**src/hdl/bqab_pkg.sv**
```systemverilog
`timescale 1ns / 1ps
// shared types, constants and codes of the bounded queue with acknowledgement backlog
package bqab_pkg;

  // ring geometry, depth is a power of two so ring indexes wrap by truncation
  localparam int DEPTH    = 256;
  localparam int IDX_W    = $clog2(DEPTH);
  localparam int CNT_W    = $clog2(DEPTH + 1);
  localparam int MAX_ACK  = 64;
  localparam int ACK_W    = $clog2(MAX_ACK + 1);

  // fixed field widths
  localparam int CMD_W    = 3;
  localparam int HANDLE_W = 32;
  localparam int ENTRY_W  = HANDLE_W + 1;
  localparam int REQ_W    = 7;
  localparam int LIMIT_W  = 9;
  localparam int OUT_CNT_W = 9;
  localparam int IN_DATA_W  = 40;
  localparam int OUT_DATA_W = 56;

  localparam logic [LIMIT_W-1:0] QLIMIT_RESET = 9'd256;

  // configuration register indexes
  localparam logic CFG_QUEUE_LIMIT = 1'b0;
  localparam logic CFG_BACKLOG_EN  = 1'b1;

  // command codes, the three codes above rewind are no-ops
  localparam logic [CMD_W-1:0] CMD_PUSH_TAIL = 3'd0;
  localparam logic [CMD_W-1:0] CMD_PUSH_HEAD = 3'd1;
  localparam logic [CMD_W-1:0] CMD_POP       = 3'd2;
  localparam logic [CMD_W-1:0] CMD_ACK       = 3'd3;
  localparam logic [CMD_W-1:0] CMD_REWIND    = 3'd4;

  typedef enum logic [1:0] {
    STAT_OK           = 2'd0,
    STAT_FULL         = 2'd1,
    STAT_EMPTY        = 2'd2,
    STAT_HEAD_REFUSED = 2'd3
  } status_e;

  typedef enum logic [1:0] {
    KIND_STATUS = 2'd0,
    KIND_POP    = 2'd1,
    KIND_ACK    = 2'd2
  } kind_e;

  typedef enum logic [2:0] {
    S_IDLE,
    S_RESULT,
    S_POP_OUT,
    S_SHIFT_RD,
    S_SHIFT_WR,
    S_ACK_OUT
  } state_e;

  // one result item on its way to the output register
  typedef struct packed {
    status_e              status;
    kind_e                kind;
    logic [HANDLE_W-1:0]  handle;
    logic                 flow;
    logic [OUT_CNT_W-1:0] pending;
    logic [OUT_CNT_W-1:0] backlog;
    logic                 last;
  } result_t;

endpackage

```
**src/hdl/bqab_out_reg.sv**
```systemverilog
`timescale 1ns / 1ps
// output register that holds one result and packs it onto the master stream
module bqab_out_reg (
  input  logic                               clk_i,
  input  logic                               rst_ni,
  input  logic                               valid_i,
  input  bqab_pkg::result_t                  result_i,
  output logic                               ready_o,
  output logic                               m_axis_tvalid,
  input  logic                               m_axis_tready,
  // status[1:0], out_handle[33:2], out_flow[34], pending_count[43:35],
  // backlog_count[52:44], zero fill above
  output logic [bqab_pkg::OUT_DATA_W-1:0]    m_axis_tdata,
  // kind[1:0]
  output logic [1:0]                         m_axis_tuser,
  output logic                               m_axis_tlast
);
  import bqab_pkg::*;

  logic    valid_q;
  result_t res_q;

  // free when empty or when the held result leaves in this cycle
  assign ready_o = !valid_q || m_axis_tready;

  // valid flag
  always_ff @(posedge clk_i or negedge rst_ni) begin
    if (!rst_ni) begin
      valid_q <= 1'b0;
    end else if (ready_o) begin
      valid_q <= valid_i;
    end
  end

  // payload, no reset
  always_ff @(posedge clk_i) begin
    if (ready_o && valid_i) begin
      res_q <= result_i;
    end
  end

  // packing
  assign m_axis_tvalid = valid_q;
  assign m_axis_tdata  = {3'b000, res_q.backlog, res_q.pending, res_q.flow,
                          res_q.handle, res_q.status};
  assign m_axis_tuser  = res_q.kind;
  assign m_axis_tlast  = res_q.last;

endmodule

```
**config.mk**
```make
export PLATFORM = sky130hd
export DESIGN_NAME = bqab_out_reg
export DESIGN_NICKNAME = d
export VERILOG_FILES = /design/src/hdl/bqab_pkg.sv /design/src/hdl/bqab_out_reg.sv
export SDC_FILE = /design/constraint.sdc
export NUM_CORES = 1
export LEC_CHECK = 0
export BUFFER_PORTS_ARGS = -buffer_cell sky130_fd_sc_hd__buf_2
export CORE_MARGIN = 8
export CORE_UTILIZATION = 40
export DETAILED_ROUTE_END_ITERATION = 16
export GPL_TIMING_DRIVEN = 0
export MAX_ROUTING_LAYER = met4
export PLACE_DENSITY_LB_ADDON = 0.12
export SLEW_MARGIN = 10
export SYNTH_ARGS = -nofsm -noshare
export SYNTH_HDL_FRONTEND = slang
export SYNTH_SLANG_ARGS = --single-unit
export TNS_END_PERCENT = 1
```
**constraint.sdc**
```tcl
create_clock -name clk_i -period 4 [get_ports clk_i]
set_input_delay 0.2 -clock clk_i [delete_from_list [all_inputs] [get_ports clk_i]]
set_output_delay 0.2 -clock clk_i [all_outputs]
set_load 0.05 [all_outputs]
```
==> impl_metrics.toml, run 1 <==
[timing]
finClkSkew_ns = 0.00411
setup_slack_ns = 2.51
setup_violations = 0
tightestPinTransition_ns = 0.711
rsz0062_at_grt = "no"
min_period_ns = 1.49
fmax_mhz = 672
finalMaxSlewViolations = 0
tns_ns = 0
relSlewSlack_pct = 52.6
finalHoldViolCount = 0
fin_crit_sh_pct = 37.2

[route]
antenna_left = 0
drc = 0
vias_per_cell = 4.28
routed_wl_um = 4090
num_vias = 1078
dr.pass1.iters = 4
wl_per_cell_um = 16.2
drt_iter0_markers = 111

[global_routing]
grt_pass1_wl_um = 5540
grt_start_max_net_pins = 57
grt_overflow = 0
grt_pass1_vias = 1151
antenna_found_initial = 0
track_usage_pct = 12.3

[placed_design]
placed_cells = 235
place.gp.congestion = 0.690
io_buffers = 117
post-place-ws_ns = 2.51
post_dp_cell_area_um2 = 2420

[setup_path]
r2r_slack_ns = 2.51
end_kind = "flop"
cp.required_ns = 3.95
reg2reg_from = "m_axis_tvalid"
cp-start-kind = "flop"
crit_start = "m_axis_tvalid"
cpMaxStageDelayCell = "and2_4"
critPathArrivalTime_ns = 1.43
reg2reg_to = "m_axis_tdata[12]"
endpoint = "m_axis_tdata[12]"
worstPathMaxFanout = 56
critPathMaxStageDelay_ns = 0.62
path_cells = "nand2b_4 -> and2_4"
r2r_cells = 2
criticalPathCategory = "reg2reg"

[floorplanning]
die_w_um = 82.4
rows = 24
die_area_um2 = 6780
die_h_um = 82.4
ios = 121
initial_core_util_pct = 41.0
core_region_area_um2 = 4290

[clock_network]
clk_path_buf_depth = 2
cts_buffers = 9
post_cts_buffers = 0
cts_tree = "yes"
path_clk_slew_ns = 0.06
cts_htree_levels = 3
clockRootBuffer = "clkbuf_8"
clkLatencyLatePin_ns = 0.32
cts_sinks = 57

[final_layout]
diodes = 0
drive_above_1_share_pct = 67.0
final_nets = 255
fin_util_pct = 60.2
area_delta_synth_final_pct = 46.7
design_area_um2 = 2580
layout_common_cells = "117 x buf_2, 56 x edfxtp_1, 9 x clkbuf_8"
final_common_cell = "buf_2"
stdcell_count = 252

[min_path]
min_path_type = "in2reg"

[synth]
yosysWarnings = 0
yosysTopAreaCellShare_pct = 95.5
yosys.area.top_type = "edfxtp_1"
synth_seq_area_share_pct = 96.9
avgSynthCellArea_um2 = 27.5
ys_ff_latch = 57
synth_area_um2 = 1760
yosysUniqueCellTypes = 7
syn_inst = 64
ys_top_cells_by_area = "edfxtp_1 95%, dfrtp_1 1.4%, buf_4 1.3%"

[power_and_ir_drop]
ir_drop_uv = 280
p_per_area_nw_per_um2 = 511
power_leakage_uw = 0.00113

[flow_run]
drv_cap = 0

[run_status]
status = "complete, no violations"
## power breakdown
group          internal (uW)  total, uW  switching [uW]
clock network            217        419             202
registers                696        703            6.89
logic                   45.1        198             153
total                    959       1320             362
## Yosys cell counts
| library cell | number |
|---|---|
| edfxtp_1 | 56 |
| buf_4 | 3 |
| and2_4 | 1 |
| conb_1 | 1 |
| dfrtp_1 | 1 |
| nand2b_1 | 1 |
| nand2b_4 | 1 |
## worst max-delay path: cells and delay by family (launching register included)
| family | cells | cell delay, ns |
|---|---|---|
| DFF | 1 | 0.40 |
| and+or+nand+nor | 2 | 0.70 |
## repair_timing
item                                   4_1_cts  5_1_grt
hold buffers                                 1        0
endpoints found under the hold margin        1        0
resized for setup                            0        0
## layout make-up
type | count | area, um2
Buffer | 3 | 22.5
Timing Repair Buffer | 118 | 596
Sequential cell | 57 | 1710
Multi-Input combinational cell | 6 | 40.0
Fill cell | 356 | 1710
Clock inverter | 5 | 22.5
Tap cell | 52 | 65.1
Clock buffer | 11 | 131
## metrics by stage
| stage | hold slack [ns] | total power, uW |
|---|---|---|
| 6_report | 0.0531 | 1320 |
| 3_5_place_dp | -0.0229 | 916 |
| 5_1_grt | 0.0321 | 1370 |
| 3_3_place_gp | -0.0245 | 911 |
| 4_1_cts | 0.0332 | 1340 |
| 2_1_floorplan | -0.0956 | 853 |
## cell families after synthesis
family	count (synthesis)	share of synthesized area (%)
buffers and inverters	3	1.28
and+or+nand+nor	3	1.63
DFF	57	96.9
other	1	0.213
## worst min-delay path by stage
stage                            to    startpoint  slack (ns)  depth (start not counted)
floorplan             m_axis_tvalid        rst_ni        -0.1                          0
global placement      m_axis_tvalid        rst_ni       -0.02                          1
detailed placement    m_axis_tvalid        rst_ni       -0.02                          1
CTS                 m_axis_tdata[5]  result_i[23]        0.03                          1
global route        m_axis_tdata[5]  result_i[23]        0.03                          1
finish              m_axis_tdata[1]  result_i[55]        0.05                          1
## layer usage
metal | GRT usage [%] | part of all wire (%) | vias up
li1 | - | - | 511
met1 | 12.8 | 38 | 490
met2 | 18.4 | 48 | 70
met3 | 4.65 | 12 | 7
met4 | 9.47 | 1.7 | 0
met5 | - | 0 | -
## flip-flops by register name, summed over array words and instances (netlist names)
signal,count
m_axis_tuser,2
m_axis_tdata,53
m_axis_tlast,1
m_axis_tvalid,1
Power figures use the tool's default switching activity.
==> inputs of run 2 (changes only) <==
==> constraint.sdc (replaced) <==
create_clock -name clk_i -period 1.4 [get_ports clk_i]
set_input_delay 0.07 -clock clk_i [delete_from_list [all_inputs] [get_ports clk_i]]
set_output_delay 0.07 -clock clk_i [all_outputs]
set_load 0.05 [all_outputs]
==> run 2 against run 1 <==
Cell count grew 23%. Critical path depth did not move. Non-clock buffer count grew 57. Routed wire length increased by 31%. First-iteration DRC count down 19%. Clock power increased to 3.8 times the previous value.
==> impl_metrics.toml, run 2 (synthesized netlist as in run 1, its figures left out) <==
[route]
vias_per_cell = 4.21
wl_per_cell_um = 17.3
drt_iter0_markers = 90
antenna_left = 0
drc = 0
routed_wl_um = 5370
dr.pass1.iters = 4
num_vias = 1306

[clock_network]
path_clk_slew_ns = 0.06
cts_htree_levels = 3
clkLatencyLatePin_ns = 0.32
cts_buffers = 9
cts_tree = "yes"
cts_sinks = 57
clk_path_buf_depth = 2
clockRootBuffer = "clkbuf_8"
post_cts_buffers = 0

[floorplanning]
die_w_um = 82.4
die_area_um2 = 6780
rows = 24
ios = 121
die_h_um = 82.4
core_region_area_um2 = 4290
initial_core_util_pct = 41.0

[final_layout]
drive_above_1_share_pct = 53.5
largest_register_ffs = 53
final_nets = 313
design_area_um2 = 3220
final_common_cell = "buf_2"
area_delta_synth_final_pct = 82.7
final.fill_count = 281
diodes = 0
layout_common_cells = "117 x buf_2, 58 x dlygate4sd3_1, 56 x edfxtp_1"
layout.area.seq_um2 = 1710
multiInputGateArea_um2 = 48.8

[power_and_ir_drop]
power_uw = 4320
p_per_area_nw_per_um2 = 1340
sw_frac_of_total_pct = 25.7
ir_drop_uv = 951
power_leakage_uw = 0.00140
clockPowerShare_pct = 37.0
seqPwrFrac_pct = 46.6
switchingPower_uw = 1110
p_int_uw = 3210
combPwrFrac_pct = 16.4

[setup_path]
cp-start-kind = "flop"
criticalPathCategory = "reg2reg"
critPathMaxStageDelay_ns = 0.42
cp.required_ns = 1.38
cpMaxStageDelayCell = "dfrtp_2"
end_kind = "flop"
r2r_cells = 2
path_cells = "nand2b_4 -> and2_4"
critPathArrivalTime_ns = 1.23
worstPathMaxFanout = 28

[timing]
finalMaxSlewViolations = 0
finClkSkew_ns = 0.00597
rsz0062_at_grt = "no"
holdWs_ns = 0.0491
fmax_mhz = 799
setup_violations = 0
fin_crit_sh_pct = 89.3
tns_ns = 0
min_period_ns = 1.25
finalHoldViolCount = 0

[run_status]
status = "complete, no violations"

[global_routing]
grt_pass1_wl_um = 7450
antenna_found_initial = 0
grt_overflow = 0
grt_pass1_vias = 1495
track_usage_pct = 16.2
grt_start_max_net_pins = 29

[placed_design]
post_dp_cell_area_um2 = 2420
place.gp.congestion = 0.685
io_buffers = 117

[min_path]
holdPathStages = 3
min_path_type = "in2reg"

[flow_run]
drv_cap = 0
run 2: changes by cell type in the layout (fill, tap and decap cells not counted), sizes merged:
cell	delta
and2	+1
bufinv	+2
clkbuf	-2
clkinv	-1
clkinvlp	+1
dlygate4sd3	+57
run 2: timing repair:
item / in CTS / in global routing
resized for setup: 1 / 0
setup endpoints to repair: 56 / 0
endpoints found under the hold margin: 58 / 0
hold buffers: 58 / 0
run 2: final cells by class:
| type | instances | share of cell area, % |
|---|---|---|
| buffer | 3 | 0.700 |
| tap | 52 | 2.02 |
| clock inverter | 7 | 2.64 |
| sequential | 57 | 53.1 |
| timing repair buffer | 175 | 36.2 |
| multi-input combinational | 7 | 1.52 |
| clock buffer | 9 | 3.85 |
run 2: final timing paths:
| path | startpoint | endpoint | slack [ns] |
|---|---|---|---|
| max in group asynchronous | rst_ni | m_axis_tvalid | 1.24 |
| max | m_axis_tvalid | m_axis_tdata[28] | 0.15 |
| max reg2reg | m_axis_tvalid | m_axis_tdata[28] | 0.15 |
| min in group asynchronous | rst_ni | m_axis_tvalid | 0.06 |
| min reg2reg | m_axis_tvalid | m_axis_tvalid | 0.56 |
| min | m_axis_tready | m_axis_tvalid | 0.05 |
run 2: worst max-delay path, delay by kind of cell, from the launching register on:
kind / cells / cell delay (ns)
AND/OR/NAND/NOR: 2 / 0.49
flip-flops: 1 / 0.42
run 2: power by group through the flow:
stage | Sequential, uW | Combinational [uW] | Clock [uW]
floorplan | 2370 | 68.5 | 0
global placement | 2040 | 561 | 0
detailed placement | 2050 | 572 | 0
CTS | 2010 | 707 | 1630
global route | 2020 | 739 | 1690
finish | 2010 | 706 | 1600
run 2: metrics by stage:
step                      setup slack, ns  util (%)  std cells
after global placement            -0.0440      56.4        235
after detailed placement          -0.0832      56.4        235
after floorplan                    -0.229         -         66
after global routing               0.0927      75.0        310
final                               0.149      75.0        310
after CTS                           0.130      75.0        310
run 2: routing by layer:
metal  up-vias  part of all wire (%)  GRT usage [%]
met3         5                    12           5.95
met1       600                    34           14.9
met5         -                     0              -
li1        626                     -              -
met2        75                    53           28.5
met4         0                   1.0           8.42
